--- src/ows_pkg.sv ---
// ----------------------------------------------------------------------------
// ows_pkg: shared types and constants for the rom search core
// Status and operation codes, the result item layout and the crc-8 step.
// ----------------------------------------------------------------------------
package ows_pkg;

  // number of id bits in one rom code
  localparam int ROM_BITS = 64;
  // width of a bit position (0 .. 64)
  localparam int POS_W    = 7;
  // width of a bit offset inside the rom code
  localparam int SH_W     = $clog2(ROM_BITS);
  // width of the rom code field on the port
  localparam int CODE_W   = 64;

  // input operation codes
  typedef enum logic [1:0] {
    OP_RESTART = 2'd0,
    OP_BEGIN   = 2'd1,
    OP_PAIR    = 2'd2
  } op_t;

  // result status codes
  typedef enum logic [2:0] {
    ST_CHOSEN      = 3'd0,
    ST_NO_PRESENCE = 3'd1,
    ST_COMPLETE    = 3'd2,
    ST_NO_DEVICE   = 3'd3,
    ST_FOUND       = 3'd4,
    ST_CRC_ERROR   = 3'd5,
    ST_STARTED     = 3'd6,
    ST_IGNORED     = 3'd7
  } status_t;

  // one result item
  typedef struct packed {
    logic [CODE_W-1:0] rom_code;
    logic              send_alarm_command;
    logic [POS_W-1:0]  bit_index;
    logic              direction;
    status_t           status;
  } result_t;

  // reflected dallas crc-8 update by one bit (x^8+x^5+x^4+1)
  localparam logic [7:0] CRC_POLY = 8'h8C;

  function automatic logic [7:0] crc_bit(input logic [7:0] crc, input logic din);
    logic [7:0] shifted;
    shifted = {1'b0, crc[7:1]};
    if (crc[0] ^ din) begin
      shifted = shifted ^ CRC_POLY;
    end
    return shifted;
  endfunction

endpackage

--- src/ows_out_buf.sv ---
// ----------------------------------------------------------------------------
// ows_out_buf: result register with skid stage
// Holds result items for the output channel; a second entry lets the
// core accept a new item while a finished result still waits.
// ----------------------------------------------------------------------------
module ows_out_buf (
  input  logic              clk,
  input  logic              rst,
  input  logic              push,
  input  ows_pkg::result_t  push_data,
  output logic              push_ready,
  output logic              out_valid,
  input  logic              out_ready,
  output ows_pkg::result_t  out_data
);
  import ows_pkg::*;

  logic    main_valid;
  logic    skid_valid;
  result_t main_data;
  result_t skid_data;
  logic    take;

  assign take       = main_valid && out_ready;
  assign push_ready = !skid_valid;
  assign out_valid  = main_valid;
  assign out_data   = main_data;

  // main entry plus overflow entry
  always_ff @(posedge clk) begin
    if (rst) begin
      main_valid <= 1'b0;
      skid_valid <= 1'b0;
    end else if (skid_valid) begin
      if (take) begin
        main_data  <= skid_data;
        skid_valid <= 1'b0;
      end
    end else if (push) begin
      if (!main_valid || take) begin
        main_data  <= push_data;
        main_valid <= 1'b1;
      end else begin
        skid_data  <= push_data;
        skid_valid <= 1'b1;
      end
    end else if (take) begin
      main_valid <= 1'b0;
    end
  end

endmodule

--- src/onewire_rom_search.sv ---
// ----------------------------------------------------------------------------
// onewire_rom_search: decision core of the 1-wire search rom algorithm
// Picks the direction bit for each id / complement pair, builds the rom
// code and its crc-8, and tracks the search tree across passes.
// ----------------------------------------------------------------------------
// Usage: the input channel (s_axis_*) carries one command per item: the
// operation in tuser, and presence / alarm choice or the two read slot
// values in tdata. Every item yields exactly one result item on the
// output channel (m_axis_*): the status in tuser, and direction, bit
// index, alarm command flag and the current rom code in tdata.
// One item is accepted per cycle while s_axis_tready is high: the search
// state updates in a single pass of logic, and a two-entry result buffer
// (result register plus skid entry) lets an item enter while a result
// waits. When the receiver stalls, up to two results are held and
// s_axis_tready drops until the skid entry drains. Synchronous reset
// clears the search state (bit position to one, everything else to zero)
// and empties the result buffer; a restart operation clears the same
// state in-band.
// ----------------------------------------------------------------------------
module onewire_rom_search (
  input  logic        clk,
  input  logic        rst,
  input  logic        s_axis_tvalid,
  output logic        s_axis_tready,
  // [0] presence_seen, [1] alarm_search, [2] id_bit, [3] complement_bit
  input  logic [7:0]  s_axis_tdata,
  // [1:0] operation
  input  logic [1:0]  s_axis_tuser,
  output logic        m_axis_tvalid,
  input  logic        m_axis_tready,
  // [0] direction, [7:1] bit_index, [8] send_alarm_command, [72:9] rom_code
  output logic [79:0] m_axis_tdata,
  // [2:0] status
  output logic [2:0]  m_axis_tuser
);
  import ows_pkg::*;

  // search state
  logic [POS_W-1:0]    last_discrepancy;
  logic                last_device;
  logic [ROM_BITS-1:0] rom_bits;
  logic [POS_W-1:0]    bit_position;
  logic [POS_W-1:0]    last_zero_branch;
  logic [7:0]          running_crc;
  logic                pass_active;

  logic [POS_W-1:0]    last_discrepancy_next;
  logic                last_device_next;
  logic [ROM_BITS-1:0] rom_bits_next;
  logic [POS_W-1:0]    bit_position_next;
  logic [POS_W-1:0]    last_zero_branch_next;
  logic [7:0]          running_crc_next;
  logic                pass_active_next;

  logic       accept;
  op_t        op;
  logic       presence;
  logic       alarm;
  logic       idb;
  logic       cmp;
  logic [POS_W-1:0] pos;
  logic [SH_W-1:0]  sh;
  logic       dir;
  logic [7:0] crc_new;
  result_t    res;

  assign accept   = s_axis_tvalid && s_axis_tready;
  assign op       = op_t'(s_axis_tuser);
  assign presence = s_axis_tdata[0];
  assign alarm    = s_axis_tdata[1];
  assign idb      = s_axis_tdata[2];
  assign cmp      = s_axis_tdata[3];

  // current position, forced into range, and its bit offset
  always_comb begin
    if (bit_position < POS_W'(1) || bit_position > POS_W'(ROM_BITS)) begin
      pos = POS_W'(1);
    end else begin
      pos = bit_position;
    end
    sh = SH_W'(pos - POS_W'(1));
  end

  // direction choice for a pair and the crc after it
  always_comb begin
    if (!idb && !cmp) begin
      if (pos == last_discrepancy) begin
        dir = 1'b1;
      end else if (pos > last_discrepancy) begin
        dir = 1'b0;
      end else begin
        dir = rom_bits[sh];
      end
    end else begin
      dir = idb;
    end
    crc_new = crc_bit(running_crc, dir);
  end

  // next state and result for one item
  always_comb begin
    last_discrepancy_next = last_discrepancy;
    last_device_next      = last_device;
    rom_bits_next         = rom_bits;
    bit_position_next     = bit_position;
    last_zero_branch_next = last_zero_branch;
    running_crc_next      = running_crc;
    pass_active_next      = pass_active;

    res.status             = ST_IGNORED;
    res.direction          = 1'b0;
    res.bit_index          = '0;
    res.send_alarm_command = 1'b0;

    case (op)
      OP_RESTART: begin
        last_discrepancy_next = '0;
        last_device_next      = 1'b0;
        rom_bits_next         = '0;
        bit_position_next     = POS_W'(1);
        last_zero_branch_next = '0;
        running_crc_next      = '0;
        pass_active_next      = 1'b0;
      end
      OP_BEGIN: begin
        if (!presence) begin
          pass_active_next = 1'b0;
          res.status       = ST_NO_PRESENCE;
        end else if (last_device) begin
          pass_active_next = 1'b0;
          res.status       = ST_COMPLETE;
        end else begin
          pass_active_next       = 1'b1;
          bit_position_next      = POS_W'(1);
          last_zero_branch_next  = '0;
          running_crc_next       = '0;
          res.send_alarm_command = alarm;
          res.status             = ST_STARTED;
        end
      end
      OP_PAIR: begin
        if (pass_active) begin
          if (idb && cmp) begin
            pass_active_next = 1'b0;
            res.status       = ST_NO_DEVICE;
          end else begin
            // zero branch taken at a discrepancy
            if (!idb && !cmp && !dir) begin
              last_zero_branch_next = pos;
            end
            rom_bits_next[sh] = dir;
            running_crc_next  = crc_new;
            res.direction     = dir;
            res.bit_index     = pos;
            if (pos >= POS_W'(ROM_BITS)) begin
              last_discrepancy_next = last_zero_branch_next;
              if (last_zero_branch_next == '0) begin
                last_device_next = 1'b1;
              end
              pass_active_next  = 1'b0;
              bit_position_next = POS_W'(1);
              res.status = (crc_new == 8'd0) ? ST_FOUND : ST_CRC_ERROR;
            end else begin
              bit_position_next = pos + POS_W'(1);
              res.status        = ST_CHOSEN;
            end
          end
        end
      end
      default: begin
        res.status = ST_IGNORED;
      end
    endcase

    res.rom_code = CODE_W'(rom_bits_next);
  end

  // state registers, updated on each accepted item
  always_ff @(posedge clk) begin
    if (rst) begin
      last_discrepancy <= '0;
      last_device      <= 1'b0;
      rom_bits         <= '0;
      bit_position     <= POS_W'(1);
      last_zero_branch <= '0;
      running_crc      <= '0;
      pass_active      <= 1'b0;
    end else if (accept) begin
      last_discrepancy <= last_discrepancy_next;
      last_device      <= last_device_next;
      rom_bits         <= rom_bits_next;
      bit_position     <= bit_position_next;
      last_zero_branch <= last_zero_branch_next;
      running_crc      <= running_crc_next;
      pass_active      <= pass_active_next;
    end
  end

  // result buffer toward the output channel
  result_t out_res;

  ows_out_buf u_out_buf (
    .clk        (clk),
    .rst        (rst),
    .push       (accept),
    .push_data  (res),
    .push_ready (s_axis_tready),
    .out_valid  (m_axis_tvalid),
    .out_ready  (m_axis_tready),
    .out_data   (out_res)
  );

  // pack the output item
  assign m_axis_tuser = out_res.status;
  assign m_axis_tdata = {7'd0, out_res.rom_code, out_res.send_alarm_command,
                         out_res.bit_index, out_res.direction};

endmodule
--- config.mk ---
export PLATFORM = sky130hd
export DESIGN_NAME = onewire_rom_search
export DESIGN_NICKNAME = d
export VERILOG_FILES = /design/src/ows_pkg.sv /design/src/ows_out_buf.sv /design/src/onewire_rom_search.sv
export SDC_FILE = /design/constraint.sdc
export NUM_CORES = 1
export LEC_CHECK = 0
export ABC_AREA = 1
export BUFFER_PORTS_ARGS = -buffer_cell sky130_fd_sc_hd__buf_2
export CORE_MARGIN = 2
export CORE_UTILIZATION = 30
export CTS_CLUSTER_DIAMETER = 50
export DETAILED_ROUTE_END_ITERATION = 7
export SYNTH_ARGS = -nofsm -noshare
export SYNTH_HDL_FRONTEND = slang
export SYNTH_HIERARCHICAL = 1
export SYNTH_SLANG_ARGS = --single-unit
--- constraint.sdc ---
create_clock -name clk -period 5.25 [get_ports clk]
set_input_delay 0.525 -clock clk [delete_from_list [all_inputs] [get_ports clk]]
set_output_delay 0.525 -clock clk [all_outputs]
set_load 0.02 [all_outputs]
After elaboration in Yosys (flattened, before gate mapping)
Cells that the tools add are included.
{"block": "classes", "add_sub_neg": 2, "n_eq_ne": 11, "magnitude_cmp": 6, "muxes": 71, "n_reduce_logical": 28, "bitwise_logic": 5}
{"operator": "76-bit 2-to-1 mux", "count": 4}
{"operator": "64-bit 2-to-1 mux", "count": 2}
{"operator": "64-bit case mux with 2 select lines", "count": 1}
{"operator": "7-bit 2-to-1 mux", "count": 17}
{"operator": "64-bit bitwise mux", "count": 1}
{"operator": "8-bit 2-to-1 mux", "count": 7}
{"operator": "7-bit case mux with 3 select lines", "count": 2}
{"operator": "1-bit 2-to-1 mux", "count": 25}
{"operator": "8-bit case mux with 3 select lines", "count": 1}
{"operator": "2-bit != test (second input constant)", "count": 7}
{"operator": "7-bit case mux with 2 select lines", "count": 1}
{"operator": "3-bit 2-to-1 mux", "count": 4}
{"operator": "6-bit AND reduction", "count": 2}
{"operator": "11-bit 2-to-1 mux", "count": 1}
{"operator": "8-bit zero test", "count": 1}
{"operator": "4-bit AND reduction", "count": 2}
{"operator": "2-bit nonzero test", "count": 4}
{"operator": "7-bit by 1-bit adder with 7-bit output (second input constant)", "count": 1}
{"operator": "7-bit == test", "count": 1}
{"operator": "7-bit >= comparator (second input constant)", "count": 1}
{"operator": "7-bit greater-than comparator", "count": 1}
{"operator": "7-bit greater-than comparator (second input constant)", "count": 1}
{"operator": "7-bit zero test", "count": 1}
{"operator": "6-bit by 7-bit less-than comparator with 1-bit output (second input constant)", "count": 1}
{"operator": "other kinds (22)", "count": 34}
{"block": "word_totals", "output_inout_bits": 85, "regBits": 249}

Logic depth before layout (Yosys ltp)
Gate-level depths: netlist of run 1.
{"block": "logic_depth", "ltp_word": 21, "ltp_mapped": 28, "mapped_depth_nobuf": 25}

Modules after synthesis
The synthesis of run 1 kept the hierarchy.
{"mod": "onewire_rom_search", "cells_per_inst": 1167, "area_per_inst_um2": 6971.7, "instances": 1}
{"mod": "ows_out_buf", "cells_per_inst": 420, "area_per_inst_um2": 5659.2, "instances": 1}

Least setup slack after synthesis of run 1
No wires, ideal clock.
{"block": "synth_timing", "path_kind": "register to register", "startpoint": "register u_out_buf.skid_valid", "endpoint": "register u_out_buf.main_data, in the netlist u_out_buf/out_data[0] (enable)", "arrival_time_ns": 4.708, "required_time_ns": 4.738, "setup_time_ns": 0.512, "path_buffers": 4, "slack_ns": 0.030, "path_stages_with_launch": 11, "cell_sequence": "dfxtp_1 > buf_6 > inv_4 > buf_2 > nand2_1 > clkbuf_1 > clkbuf_1 > inv_1 > or2_2 > nand2_1 > nor2_1"}
{"block": "synth_between", "elab_chain_len": 4}
{"element": "start, declared", "line_no": "ows_out_buf.sv:19", "source": "logic skid_valid;"}
{"element": "start signal, assigned", "line_no": "ows_out_buf.sv:33", "source": "skid_valid <= 1'b0;"}
{"element": "start signal, assigned", "line_no": "ows_out_buf.sv:37", "source": "skid_valid <= 1'b0;"}
{"element": "start signal, assigned", "line_no": "ows_out_buf.sv:45", "source": "skid_valid <= 1'b1;"}
{"element": "1-bit zero test", "line_no": "ows_out_buf.sv:25", "source": "assign push_ready = !skid_valid;"}
{"element": "via s_axis_tready", "line_no": "onewire_rom_search.sv:24", "source": "output logic s_axis_tready,"}
{"element": "1-bit logical AND", "line_no": "onewire_rom_search.sv:67", "source": "assign accept = s_axis_tvalid && s_axis_tready;"}
{"element": "via accept", "line_no": "onewire_rom_search.sv:55", "source": "logic accept;"}
{"element": "2-bit nonzero test (no line)"}
{"element": "4-bit AND reduction (no line)"}
{"element": "end signal, assigned", "line_no": "ows_out_buf.sv:36", "source": "main_data <= skid_data;"}
{"element": "end signal, assigned", "line_no": "ows_out_buf.sv:41", "source": "main_data <= push_data;"}
{"element": "end, declared", "line_no": "ows_out_buf.sv:20", "source": "result_t main_data;"}
The timed path passes the listed nets, and every way through them passes these cells.
A chain may end at the register's enable or synchronous reset.

==> results of run 1 <==
-- metal layers --
metal	GRT usage	vias to the layer above	part of all wire
li1	-	5438	-
met1	0.199	4994	0.44
met2	0.242	347	0.45
met3	0.0361	71	0.074
met4	0.0498	0	0.031
met5	0	-	0
-- worst register-to-register path, stage by stage, from the launching register on --
cell and delay, ns:
sky130_fd_sc_hd__dfxtp_1 0.38, sky130_fd_sc_hd__nor2_4 0.17, sky130_fd_sc_hd__nand4_4 0.18, sky130_fd_sc_hd__nand2_4 0.24, sky130_fd_sc_hd__buf_4 0.33, sky130_fd_sc_hd__nand2_2 0.21, sky130_fd_sc_hd__inv_1 0.12, sky130_fd_sc_hd__ha_1 0.26
sky130_fd_sc_hd__a21oi_1 0.14, sky130_fd_sc_hd__o21ai_0 0.10, sky130_fd_sc_hd__a21oi_1 0.27, sky130_fd_sc_hd__nand3_1 0.13, sky130_fd_sc_hd__nor2_1 0.21, sky130_fd_sc_hd__nand2_4 0.11, sky130_fd_sc_hd__nand3_4 0.08, sky130_fd_sc_hd__o21ai_4 0.15
sky130_fd_sc_hd__buf_12 0.25, sky130_fd_sc_hd__nand3_1 0.09, sky130_fd_sc_hd__nand3_1 0.06, sky130_fd_sc_hd__o21ai_1 0.28, sky130_fd_sc_hd__nand2_1 0.11, sky130_fd_sc_hd__nand2_1 0.10
-- cell usage in the layout, fill, tap and decap left out, types with 9 or more instances in the layout --
| cell type | instances |
|---|---|
| sky130_fd_sc_hd__nand3_1 | 183 |
| sky130_fd_sc_hd__ha_1 | 12 |
| sky130_fd_sc_hd__o21ai_0 | 90 |
| sky130_fd_sc_hd__dfxtp_1 | 96 |
| sky130_fd_sc_hd__a21oi_1 | 100 |
| sky130_fd_sc_hd__inv_1 | 200 |
| sky130_fd_sc_hd__edfxtp_1 | 152 |
| sky130_fd_sc_hd__clkbuf_16 | 35 |
| sky130_fd_sc_hd__o21ai_1 | 131 |
| sky130_fd_sc_hd__buf_2 | 87 |
| sky130_fd_sc_hd__nand2_1 | 429 |
| sky130_fd_sc_hd__nand4_1 | 11 |
| sky130_fd_sc_hd__buf_4 | 47 |
| sky130_fd_sc_hd__nor2_1 | 47 |
| sky130_fd_sc_hd__inv_6 | 9 |
-- through the flow --
step	area, um2	hold WS, ns	instances
finish	14900	0.350	2244
global route	14900	0.376	2244
CTS	14900	0.354	2244
detailed placement	13800	0.470	2183
global placement	13800	0.458	2183
floorplan	12700	0.445	1593
-- flip-flops by register name, summed over array words and instances, names as in the netlist --
register,cells
last_device,1
running_crc,8
last_discrepancy,7
u_out_buf/out_data,76
u_out_buf/skid_valid,1
u_out_buf/skid_data,76
last_zero_branch,7
pass_active,1
bit_position,7
u_out_buf/out_valid,1
rom_bits,64
-- logic make-up after synthesis --
family,synth area share
compound gates,0.131
xor+xnor,0.00426
fa+ha+maj,0.0129
buf+inv,0.0974
flops,0.515
other cells,0.000297
simple gates,0.239
-- power by group --
part           internal, W  switching, W  total, W
registers          0.00219     0.0000264   0.00221
clock network      0.00135      0.000876   0.00222
logic             0.000202      0.000494  0.000696
total              0.00373       0.00140   0.00513
-- how the worst max path moves through the flow --
stage	endpoint	cells past startpoint	from
detailed placement	u_out_buf/out_data[21]	24	bit_position[2]
floorplan	u_out_buf/out_data[0]	10	u_out_buf/skid_valid
global placement	u_out_buf/out_data[21]	24	bit_position[3]
finish	u_out_buf/out_data[21]	21	bit_position[3]
global route	u_out_buf/out_data[69]	24	bit_position[2]
CTS	u_out_buf/out_data[0]	21	bit_position[3]
-- synth_stat cells (all sizes together), types with 3 or more instances --
| library cell | instances | share of area |
|---|---|---|
| nand2 | 438 | 0.13 |
| o21ai | 222 | 0.088 |
| inv | 206 | 0.062 |
| nand3 | 184 | 0.074 |
| edfxtp | 152 | 0.36 |
| a21oi | 100 | 0.040 |
| dfxtp | 97 | 0.15 |
| nor2 | 54 | 0.020 |
| buf | 51 | 0.024 |
| clkbuf | 35 | 0.010 |
| ha | 13 | 0.013 |
| nand4 | 12 | 0.0071 |
| nor3 | 4 | 0.0016 |
| xor2 | 4 | 0.0043 |
| clkinv | 3 | 0.00089 |
-- final cells by class --
cell class	instances	area, um2	area share
flip-flops and latches	249	6510	0.438
multi-input cells	1049	4940	0.333
clock buffers	42	902	0.0607
repair buffers	137	848	0.0571
inverters	209	790	0.0532
well taps	539	674	0.0454
clock inverters	19	188	0.0126
==> run summary, run 1 <==
Across the VDD grid, the largest voltage drop is 0.173 mV. The H-tree was split into 2 levels. The count of buffering cells on the critical path with inverters included is 3.

Among cell families on the critical path, the largest total delay comes from simple AND/OR/NAND/NOR gates. The worst-case hold path end point was u_out_buf/skid_valid. The die is 209 um tall.

The worst setup path is launched from a flip-flop. A synthesized cell averages 7.96 um2. The number of antenna diodes in the final layout is 0.

The post-synthesis cell type count is 39, and the final critical path time including I/O delays and setup is 4.11 ns. STA classifies the critical path endpoint as a flip-flop. Once the clock tree was built, the setup fixing pass inserted 0 buffers. The critical path in this run is classified as flip-flop to flip-flop. The via count of the first global-routing pass is 9891. Summing internal, switching and leakage power gives 0.00513 W. The count of cells resized by post-cts repair is 0.

Setup violations remaining at the end of the flow were counted as 0. Width of the die: 209 um. The floorplan has 75 rows.

For this run, the post-layout net count is 1707. The analysis attributes to cell leakage a power of 6.39 nW. Summing over every cut layer, the via total after detailed routing is 10900. The slew at the pin closest to its max-slew limit works out to 1.21 ns. The total overflow left after global routing is 0.

The global-route wire length before repair came out at 53.5 mm. The clock reaches the later pin of the worst-skew pair after 0.50 ns. The register clock-pin slew on the reported worst setup and hold paths is 0.06 ns. Based on the critical path, the design can be clocked at up to 0.243 GHz. The most used flip-flop cell after synthesis is sky130_fd_sc_hd__edfxtp_1.

The critical path goes through nor2_4 > nand4_4 > nand2_4 > buf_4 > nand2_2 > inv_1 > ha_1 > a21oi_1 > o21ai_0 > a21oi_1 > nand3_1 > nor2_1 > nand2_4 > nand3_4 > o21ai_4 > buf_12 > nand3_1 > nand3_1 > o21ai_1 > nand2_1 > nand2_1. In this run the cell area of the synthesized design comes to 0.0126 mm2. The final hold violation count was 0. On the critical path, the stage with the largest delay is an instance of sky130_fd_sc_hd__dfxtp_1. In this run the standard cell core region covers 0.0418 mm2. Overall routed net length: 33.8 mm.

The total number of yosys warnings is 6. At the end of routability-driven placement, the weighted congestion stood at 0.841. The accumulated negative setup slack was 0 ns; the worst slack at placement was 1.25 ns. The cell count after synthesis came out at 1587. The endpoint required time on the critical path was 5.62 ns; the layout-stage area growth over the synthesis result was 17.6%.

In the routed layout, each cell is associated on average with a via count of 4.84. The final routed wire length divided by cell count was 15.1 um; the count of max-cap constraint violations was 0. Of all nets on the critical path, the largest fanout is 39. The run gives 249 as the clock sink total. The start of the worst register-to-register path is bit_position[3]. The tools report the sequential-to-total area share from yosys stat as 0.515. The delay of the slowest cell on the worst path was 0.38 ns. STA puts the critical path data arrival time at 4.48 ns. Setup repair after global routing left no endpoint under its margin. The worst min-delay path startpoint was m_axis_tready. The detailed-placement wirelength estimate is 22.0 mm, and the number of remaining DRC errors is 0. TritonCTS built the clock tree. Fill cells in the final layout number 4251.

The number of buffer cells added on primary ports is 87, and the final clock skew is 0.0180 ns. The worst hold path belongs to the class input pin to flip-flop. The tools report the number of buffers inserted during clock tree synthesis as 34. The tree is rooted in a sky130_fd_sc_hd__clkbuf_16. The worst slew margin relative to its limit is 0.193. For this design the ratio of total power to cell area is 345 mW/mm2. The fraction of registers with async set or reset after synthesis was 0. Setup slack on the worst reg-to-reg path comes out at 1.14 ns. Counting flops and latches in the post-synthesis netlist gives 249. For the worst flop-to-flop path, the logic depth is 21. The final core utilization came out at 0.356. The worst flop-to-flop path endpoint is u_out_buf/out_data[21].

The initial antenna violation count is 0, and the number of buffers inserted for hold repair after clock tree synthesis is 0. The worst hold path was traced through 4 stages. For this run, the detailed router's first-pass iteration total came to 5. The number of nets still failing antenna checks after routing is 0, and the number of enable flip-flop cells after synthesis is 152. For the overall global routing resource usage, the log shows 0.150.

The initial standard-cell utilization of the core is 0.302. For the starting DRC count in detailed routing, the log shows 1090. The run gives 99 as the number of primary I/O pins. The part of the cycle the worst path needs came out at 0.783.

Maximum number of pins on one net before global-route repair: 81. The run finished with clean final reports. Final-report max-slew violation count: 0. The share of layout cells above drive strength 1 came out at 0.128. By instance count, the cell type seen most on the critical path is sky130_fd_sc_hd__nand3_1. For the minimum setup slack in the final design, the log shows 1.14 ns. The number of buffers between clock root and the deepest sink is 3, and the total die area is 0.0438 mm2.
Note: power is estimated with default switching activity, not from simulation.
==> inputs of run 2 (changes only) <==
==> constraint.sdc (replaced) <==
create_clock -name clk -period 4.29 [get_ports clk]
set_input_delay 0.429 -clock clk [delete_from_list [all_inputs] [get_ports clk]]
set_output_delay 0.429 -clock clk [all_outputs]
set_load 0.02 [all_outputs]
==> run 2 against run 1 <==
- flip-flop and latch count stayed put
- cell count up 0.76%
- setup slack worse by 0.67 ns
- design area increased by 0.32%
- global-route usage rose by 0.51 points
- first-iteration DRC count down 12%
- clock-buffer cell count decreased by 6
- combinational power up 26%
- die area stayed put
- clock power rose by 12%
- largest power group is now registers
==> run summary, run 2 (synthesis gave the netlist of run 1 again) <==
The flow ran to the end, and the final reports show no timing, DRC or antenna violations. The count of buffers added on input and output ports is 87. Leaving out fill and tap cells, the most frequent cell in the layout is sky130_fd_sc_hd__nand2_1.

The minimum setup slack in the final design was 0.466 ns; the number of buffers inserted for hold repair after clock tree synthesis was 0. The worst hold path was traced through 4 stages. After clock tree synthesis, the setup repair step added 0 buffers.

The worst-case hold path end point was u_out_buf/out_valid. The layout-stage area growth over the synthesis result works out to 18.0%. The via count of the first global-routing pass was 10300; the clock sink total was 249.

The critical path class is flip-flop to flip-flop. Counting cells, the worst reg-to-reg path comes to 25. In this run, post-CTS repair resized a total of 0 instances.

Static timing analysis puts the maximum clock frequency at 0.261 GHz. The routing usage on met2 was 0.254; the chip height was 209 um. The number of primary I/O pins is 99, and the power density over the cells is 408 mW/mm2. The setup check on the worst reg-to-reg path leaves a slack of 0.47 ns.

The clock network fraction of design power was 0.409; the area of all placed cells without fillers was 0.0149 mm2. Worst min-delay path startpoint: rst. The initial standard-cell utilization of the core came out at 0.302. Setup repair after global routing left no endpoint under its margin. The tools report the number of buffers inserted during clock tree synthesis as 29. The worst flop-to-flop path endpoint is rom_bits[30]. The met3 track utilization from global routing was 0.0263; the detailed-placement wirelength estimate was 22.2 mm. Overall routed net length: 34.6 mm.

The final core utilization came out at 0.357. The sort of element at the start of the critical path is a flip-flop. The proportion of total power due to net switching was 0.271; the static leakage power was 6.45 nW. The sequential share of power was 0.446; the final setup violation count was 0.

The number of remaining DRC errors was 0; the initial antenna violation count was 0. The first global-routing pass estimated 55.4 mm of wire. The placeable core area is 0.0418 mm2, and the final-report max-slew violation count is 0.

The maximum fanout encountered on the critical timing path is 38, and the worst slew margin relative to its limit is 0.329. After detailed routing, the average wire length per cell comes to 15.3 um. The CTS H-tree depth came out at 1.

The tree is rooted in a sky130_fd_sc_hd__clkbuf_16. The placed instances occupy a cell area of 0.0139 mm2. The remaining global-route overflow was 0; the final hold violation count was 0. The number of nets still failing antenna checks after routing came out at 0. The number of nets in the finished design was 1727; the width of the die was 209 um.

The tools report the number of buffers between clock root and the deepest sink as 3. At the end of routability-driven placement, the weighted congestion stood at 0.845. Row generation in the floorplan step produced 75 rows. TritonCTS built the clock tree.

The part of the cycle the worst path needs was 0.891; the worst slack at placement was 0.521 ns. Cell internal power was estimated by the tool at 0.00443 W. The routed layout has 11000 vias. At the pin with the least slew margin, the transition time is 1.01 ns.

The share of layout cells above drive strength 1 is 0.136. The count of max-cap constraint violations was 0. For the endpoint required time on the critical path, the log shows 4.73 ns. The logs give 2208 for the total instance count after detailed placement and 963 for the starting DRC count in detailed routing. In the layout the commonest cells are sky130_fd_sc_hd__nand2_1, sky130_fd_sc_hd__inv_1, sky130_fd_sc_hd__nand3_1, sky130_fd_sc_hd__edfxtp_1, sky130_fd_sc_hd__o21ai_1. Clock skew on the completed layout was measured at 0.0253 ns. Summed over all failing endpoints, the final setup total negative slack is 0 ns.

IR analysis of the VDD net gives a maximum drop of 0.242 mV. The global-route met1 utilization is 0.210, and the register clock-pin slew on the reported worst setup and hold paths is 0.06 ns. After detailed routing, the number of vias per cell comes to 4.85. Combinational share of power: 0.144. The analysis attributes to net switching a power of 0.00165 W.

The number of non-filler instances in the completed layout was 2261. The detailed-router iteration count before antenna repair is 6. The overall global routing resource usage is 0.156, and the final critical path time including I/O delays and setup is 3.82 ns. STA classifies the critical path endpoint as a flip-flop.

The maximum number of pins on one net before global-route repair is 105. The total die area is 0.0438 mm2. The later pin in the worst-skew pair is clocked with a latency of 0.56 ns.

Start of the worst register-to-register path: bit_position[3]. For the number of antenna repair diodes, the log shows 0. After global routing, the most crowded layer is met2.

The run gives 4.26 ns as the data arrival time at the worst-slack endpoint. The path class of the tightest hold or removal check is input pin to flip-flop.
run 2: cell count changes in the layout (fill, tap and decap cells not counted), moves of 2 or more:
cell / delta
sky130_fd_sc_hd__buf_4: +25
sky130_fd_sc_hd__inv_6: -8
sky130_fd_sc_hd__clkbuf_16: -6
sky130_fd_sc_hd__clkinv_2: +3
sky130_fd_sc_hd__bufinv_16: +2
sky130_fd_sc_hd__clkinv_4: -2
run 2: critical path, stage by stage, from the launching register on:
cell and delay (ns):
sky130_fd_sc_hd__dfxtp_1 0.38, sky130_fd_sc_hd__nor2_4 0.18, sky130_fd_sc_hd__nand3_1 0.09, sky130_fd_sc_hd__nand2_1 0.11, sky130_fd_sc_hd__nand2_4 0.10, sky130_fd_sc_hd__nand2_1 0.21
sky130_fd_sc_hd__inv_1 0.13, sky130_fd_sc_hd__ha_1 0.35, sky130_fd_sc_hd__buf_4 0.29, sky130_fd_sc_hd__nand3_1 0.12, sky130_fd_sc_hd__nand2_1 0.10, sky130_fd_sc_hd__nand2_1 0.06
sky130_fd_sc_hd__nand3_1 0.08, sky130_fd_sc_hd__nand3_1 0.08, sky130_fd_sc_hd__nand2_1 0.07, sky130_fd_sc_hd__nand2_1 0.07, sky130_fd_sc_hd__nand2_4 0.10, sky130_fd_sc_hd__nand3_4 0.08
sky130_fd_sc_hd__o21ai_4 0.16, sky130_fd_sc_hd__buf_12 0.24, sky130_fd_sc_hd__nand3_1 0.10, sky130_fd_sc_hd__nand3_1 0.08, sky130_fd_sc_hd__o21ai_1 0.14, sky130_fd_sc_hd__buf_4 0.19
sky130_fd_sc_hd__o21ai_1 0.11, sky130_fd_sc_hd__inv_1 0.05
run 2: layer usage:
layer  part of all wire  vias up
met4              0.029        0
met2               0.46      385
met3              0.073       73
li1                   -     5455
met1               0.43     5058
met5                  0        -
run 2: how the worst max path moves through the flow:
stage | from | endpoint | cells after the start
after floorplan | u_out_buf/skid_valid | u_out_buf/out_data[0] | 10
after global placement | bit_position[3] | u_out_buf/out_data[32] | 24
after detailed placement | bit_position[3] | u_out_buf/out_data[32] | 24
after CTS | bit_position[3] | rom_bits[30] | 25
after global routing | bit_position[2] | u_out_buf/out_data[32] | 24
final | bit_position[3] | rom_bits[30] | 25
run 2: area by class of cell:
type | count | area [um2]
repair buffers | 162 | 1040
flip-flops and latches | 249 | 6510
fillers | 4277 | 26900
well taps | 539 | 674
clock inverters | 17 | 198
inverters | 209 | 790
clock buffers | 36 | 752
multi-input cells | 1049 | 4940
run 2: through the flow:
stage	hold WS, ns	total power [W]
2_1_floorplan	0.445	0.00337
3_3_place_gp	0.459	0.00362
3_5_place_dp	0.465	0.00364
4_1_cts	0.139	0.00614
5_1_grt	0.186	0.00635
6_report	0.164	0.00607
run 2: power by group through the flow:
stage | combinational (W) | sequential, W | clock (W)
2_1_floorplan | 0.000554 | 0.00282 | 0
3_5_place_dp | 0.000873 | 0.00276 | 0
5_1_grt | 0.000984 | 0.00272 | 0.00265
6_report | 0.000877 | 0.00271 | 0.00249
4_1_cts | 0.000877 | 0.00271 | 0.00255
3_3_place_gp | 0.000860 | 0.00276 | 0
==> inputs of run 3 (changes only) <==
--- a/config.mk
+++ b/config.mk
@@ -6,11 +6,11 @@
 export NUM_CORES = 1
 export LEC_CHECK = 0
 export ABC_AREA = 1
-export BUFFER_PORTS_ARGS = -buffer_cell sky130_fd_sc_hd__buf_2
 export CORE_MARGIN = 2
 export CORE_UTILIZATION = 30
 export CTS_CLUSTER_DIAMETER = 50
 export DETAILED_ROUTE_END_ITERATION = 7
+export DONT_BUFFER_PORTS = 1
 export SYNTH_ARGS = -nofsm -noshare
 export SYNTH_HDL_FRONTEND = slang
 export SYNTH_HIERARCHICAL = 1
==> run 3 against run 2 <==
- combinational power decreased by 16%
- setup slack gained 0.0011 ns
- wire length up 0.72%
- via count shrank 3.1%
- cell count down 4.4%
- clock-buffer cell count grew 10
- sequential share of layout area grew 1.1 points
- clock skew decreased by 0.0061 ns
- core utilization shrank 0.88 points
- flip-flop and latch count did not move
- clock power increased by 15%
==> run summary, run 3 (synthesis gave the netlist of run 1 again) <==
The run finished with clean final reports. The logs give 4.08 ns for the data arrival time at the worst-slack endpoint and 0.262 GHz for the highest clock rate. The run gives 75 as the row count. The starting DRC count in detailed routing came out at 879.

Of all nets on the critical path, the largest fanout is 34. The final-report max-slew violation count came out at 0. Setup repair after global routing left no endpoint under its margin. The via count of the first global-routing pass is 9979, and the number of buffers between clock root and the deepest sink is 3. The clock sink total is 249. On the final layout, the worst clock skew is 0.0192 ns.

The run gives 0 as the number of antenna repair diodes. The initial standard-cell utilization of the core was 0.302; the overall global routing resource usage was 0.158. In the layout the commonest cells are sky130_fd_sc_hd__nand2_1, sky130_fd_sc_hd__inv_1, sky130_fd_sc_hd__nand3_1, sky130_fd_sc_hd__edfxtp_1, sky130_fd_sc_hd__o21ai_1. In this run the critical register-to-register path is captured at u_out_buf/out_data[35]. Commonest non-fill, non-tap cell in the layout: sky130_fd_sc_hd__nand2_1. Entering global routing, the biggest net connects 84 pins.

The maximum vdd drop came out at 0.231 mV. Slack of the worst reg-to-reg path: 0.47 ns. The initial antenna violation count is 0. Timing analysis after detailed placement gives a worst setup slack of 0.520 ns. For this run the aggregate overflow at the end of global routing stands at 0.

The number of buffers inserted during clock tree synthesis came out at 36. After detailed routing, the number of vias per cell comes to 4.92. The worst setup path is captured at a flip-flop. The detailed-router iteration count before antenna repair was 8; the number of nets still failing antenna checks after routing was 0. The number of primary I/O pins came out at 99. The number of remaining DRC errors is 0.

The launching instance or port of the critical path is bit_position[3]. In this run the vertical extent of the chip is 209 um. In the final timing run, aggregate negative setup slack is 0 ns. The path class of the tightest hold or removal check is input pin to flip-flop. The congestion estimate from routability-driven global placement came to 0.825. The register clock-pin slew on the reported worst setup and hold paths works out to 0.06 ns. The CTS H-tree depth is 2. In the final routed layout, each cell accounts on average for 16.1 um. Share of layout cells above drive strength 1: 0.0851.

The die is 209 um wide. TritonCTS built the clock tree. The register area is 0.00651 mm2. Summed over all cells, the static leakage comes to 6.09 nW. The worst setup path is launched from a flip-flop. Setup slack on the critical path of the routed design comes to 0.467 ns. The final layout contains 1621 nets. End point of the critical path: u_out_buf/out_data[35]. Once the clock tree was built, the setup fixing pass inserted 0 buffers. The first global-routing pass estimated 55.0 mm of wire.

The HPWL after detailed placement is 21.8 mm. The slew at the pin closest to its max-slew limit was 0.951 ns. Port buffering added 0 buffers. The number of hold buffers added after CTS was 2.

The worst register-to-register path begins at bit_position[3]. For the count of max-cap constraint violations, the log shows 0. Part of the cycle the worst path needs: 0.891. The total area inside the core boundary comes to 0.0418 mm2.

The worst reg-to-reg path cell count was 24. The final setup violation count came out at 0. Data on the critical path is required at its endpoint by 4.54 ns.

The worst slew margin relative to its limit came out at 0.366. The routed design has 34.9 mm of wire. The critical path in this run is classified as flip-flop to flip-flop.

The total number of vias is 10600, and the final hold violation count is 0. The final critical path time including I/O delays and setup is 3.82 ns. The count of cells resized by post-cts repair is 0, and the total of fill cells in the finished design is 4209. CTS placed an instance of sky130_fd_sc_hd__clkbuf_16 at the clock tree root. From synthesis to final layout, the design area changed by 15.0%. The clock reaches the later pin of the worst-skew pair after 0.52 ns. The run gives 0.00494 mm2 as the area of the multi-input gates. The power density over the cells is 440 mW/mm2. For the total die area, the log shows 0.0438 mm2.
-- run 3: cell count changes in the layout (fill, tap and decap cells not counted), sizes merged --
cell	before	now
inv	209	216
dlygate4sd3	0	2
clkinvlp	1	0
bufinv	4	1
buf	162	47
clkbuf	36	46
-- run 3: critical path, stage by stage (launching register included) --
cell,delay (ns)
sky130_fd_sc_hd__dfxtp_1,0.38
sky130_fd_sc_hd__nor2_4,0.17
sky130_fd_sc_hd__nand3_1,0.08
sky130_fd_sc_hd__nand2_1,0.11
sky130_fd_sc_hd__nand2_4,0.08
sky130_fd_sc_hd__nand2_1,0.20
sky130_fd_sc_hd__inv_1,0.13
sky130_fd_sc_hd__ha_1,0.40
sky130_fd_sc_hd__buf_4,0.30
sky130_fd_sc_hd__nand3_1,0.11
sky130_fd_sc_hd__nand2_1,0.11
sky130_fd_sc_hd__nand2_1,0.06
sky130_fd_sc_hd__nand3_1,0.08
sky130_fd_sc_hd__nand3_1,0.08
sky130_fd_sc_hd__nand2_1,0.07
sky130_fd_sc_hd__nand2_1,0.08
sky130_fd_sc_hd__nand2_4,0.10
sky130_fd_sc_hd__nand3_4,0.08
sky130_fd_sc_hd__o21ai_4,0.16
sky130_fd_sc_hd__buf_12,0.23
sky130_fd_sc_hd__nand3_1,0.09
sky130_fd_sc_hd__nand3_1,0.07
sky130_fd_sc_hd__o21ai_1,0.17
sky130_fd_sc_hd__nand2_1,0.12
sky130_fd_sc_hd__nand2_1,0.07
-- run 3: stage by stage --
stage / hold slack, ns / instances / total power, W / cell area [um2] / util
3_5_place_dp: 0.456 / 2093 / 0.00357 / 13300 / 0.319
6_report: 0.109 / 2161 / 0.00639 / 14500 / 0.348
3_3_place_gp: 0.455 / 2093 / 0.00355 / 13300 / 0.319
5_1_grt: 0.0888 / 2161 / 0.00667 / 14500 / 0.348
2_1_floorplan: 0.445 / 1593 / 0.00337 / 12700 / -
4_1_cts: 0.0827 / 2161 / 0.00646 / 14500 / 0.348
-- run 3: how the worst min path moves through the flow --
stage,start,endpoint,slack (ns),cells past startpoint
4_1_cts,rst,rom_bits[5],0.08,3
3_5_place_dp,last_zero_branch[6],last_zero_branch[6],0.46,2
2_1_floorplan,last_zero_branch[6],last_zero_branch[6],0.45,2
6_report,rst,rom_bits[4],0.11,3
5_1_grt,rst,rom_bits[4],0.09,3
3_3_place_gp,last_zero_branch[6],last_zero_branch[6],0.45,2
-- run 3: cell type report --
cell class | count | area share
clock inverters | 20 | 0.0125
repair buffers | 49 | 0.0300
clock buffers | 46 | 0.0688
well taps | 539 | 0.0464
multi-input cells | 1049 | 0.340
inverters | 209 | 0.0543
flip-flops and latches | 249 | 0.448
-- run 3: per-layer routing --
layer  share of wire  track usage  vias up
met3           0.085       0.0379       70
met4           0.028       0.0544        0
met1            0.43        0.208     4915
met2            0.46        0.252      399
met5               0            0        -
li1                -            -     5252
-- run 3: report_power, final --
group          total, W  leakage, nW  internal (W)  switching (W)
clock           0.00287        0.586       0.00174        0.00113
combinational  0.000740         3.28      0.000218       0.000522
sequential      0.00278         2.23       0.00268       0.000101
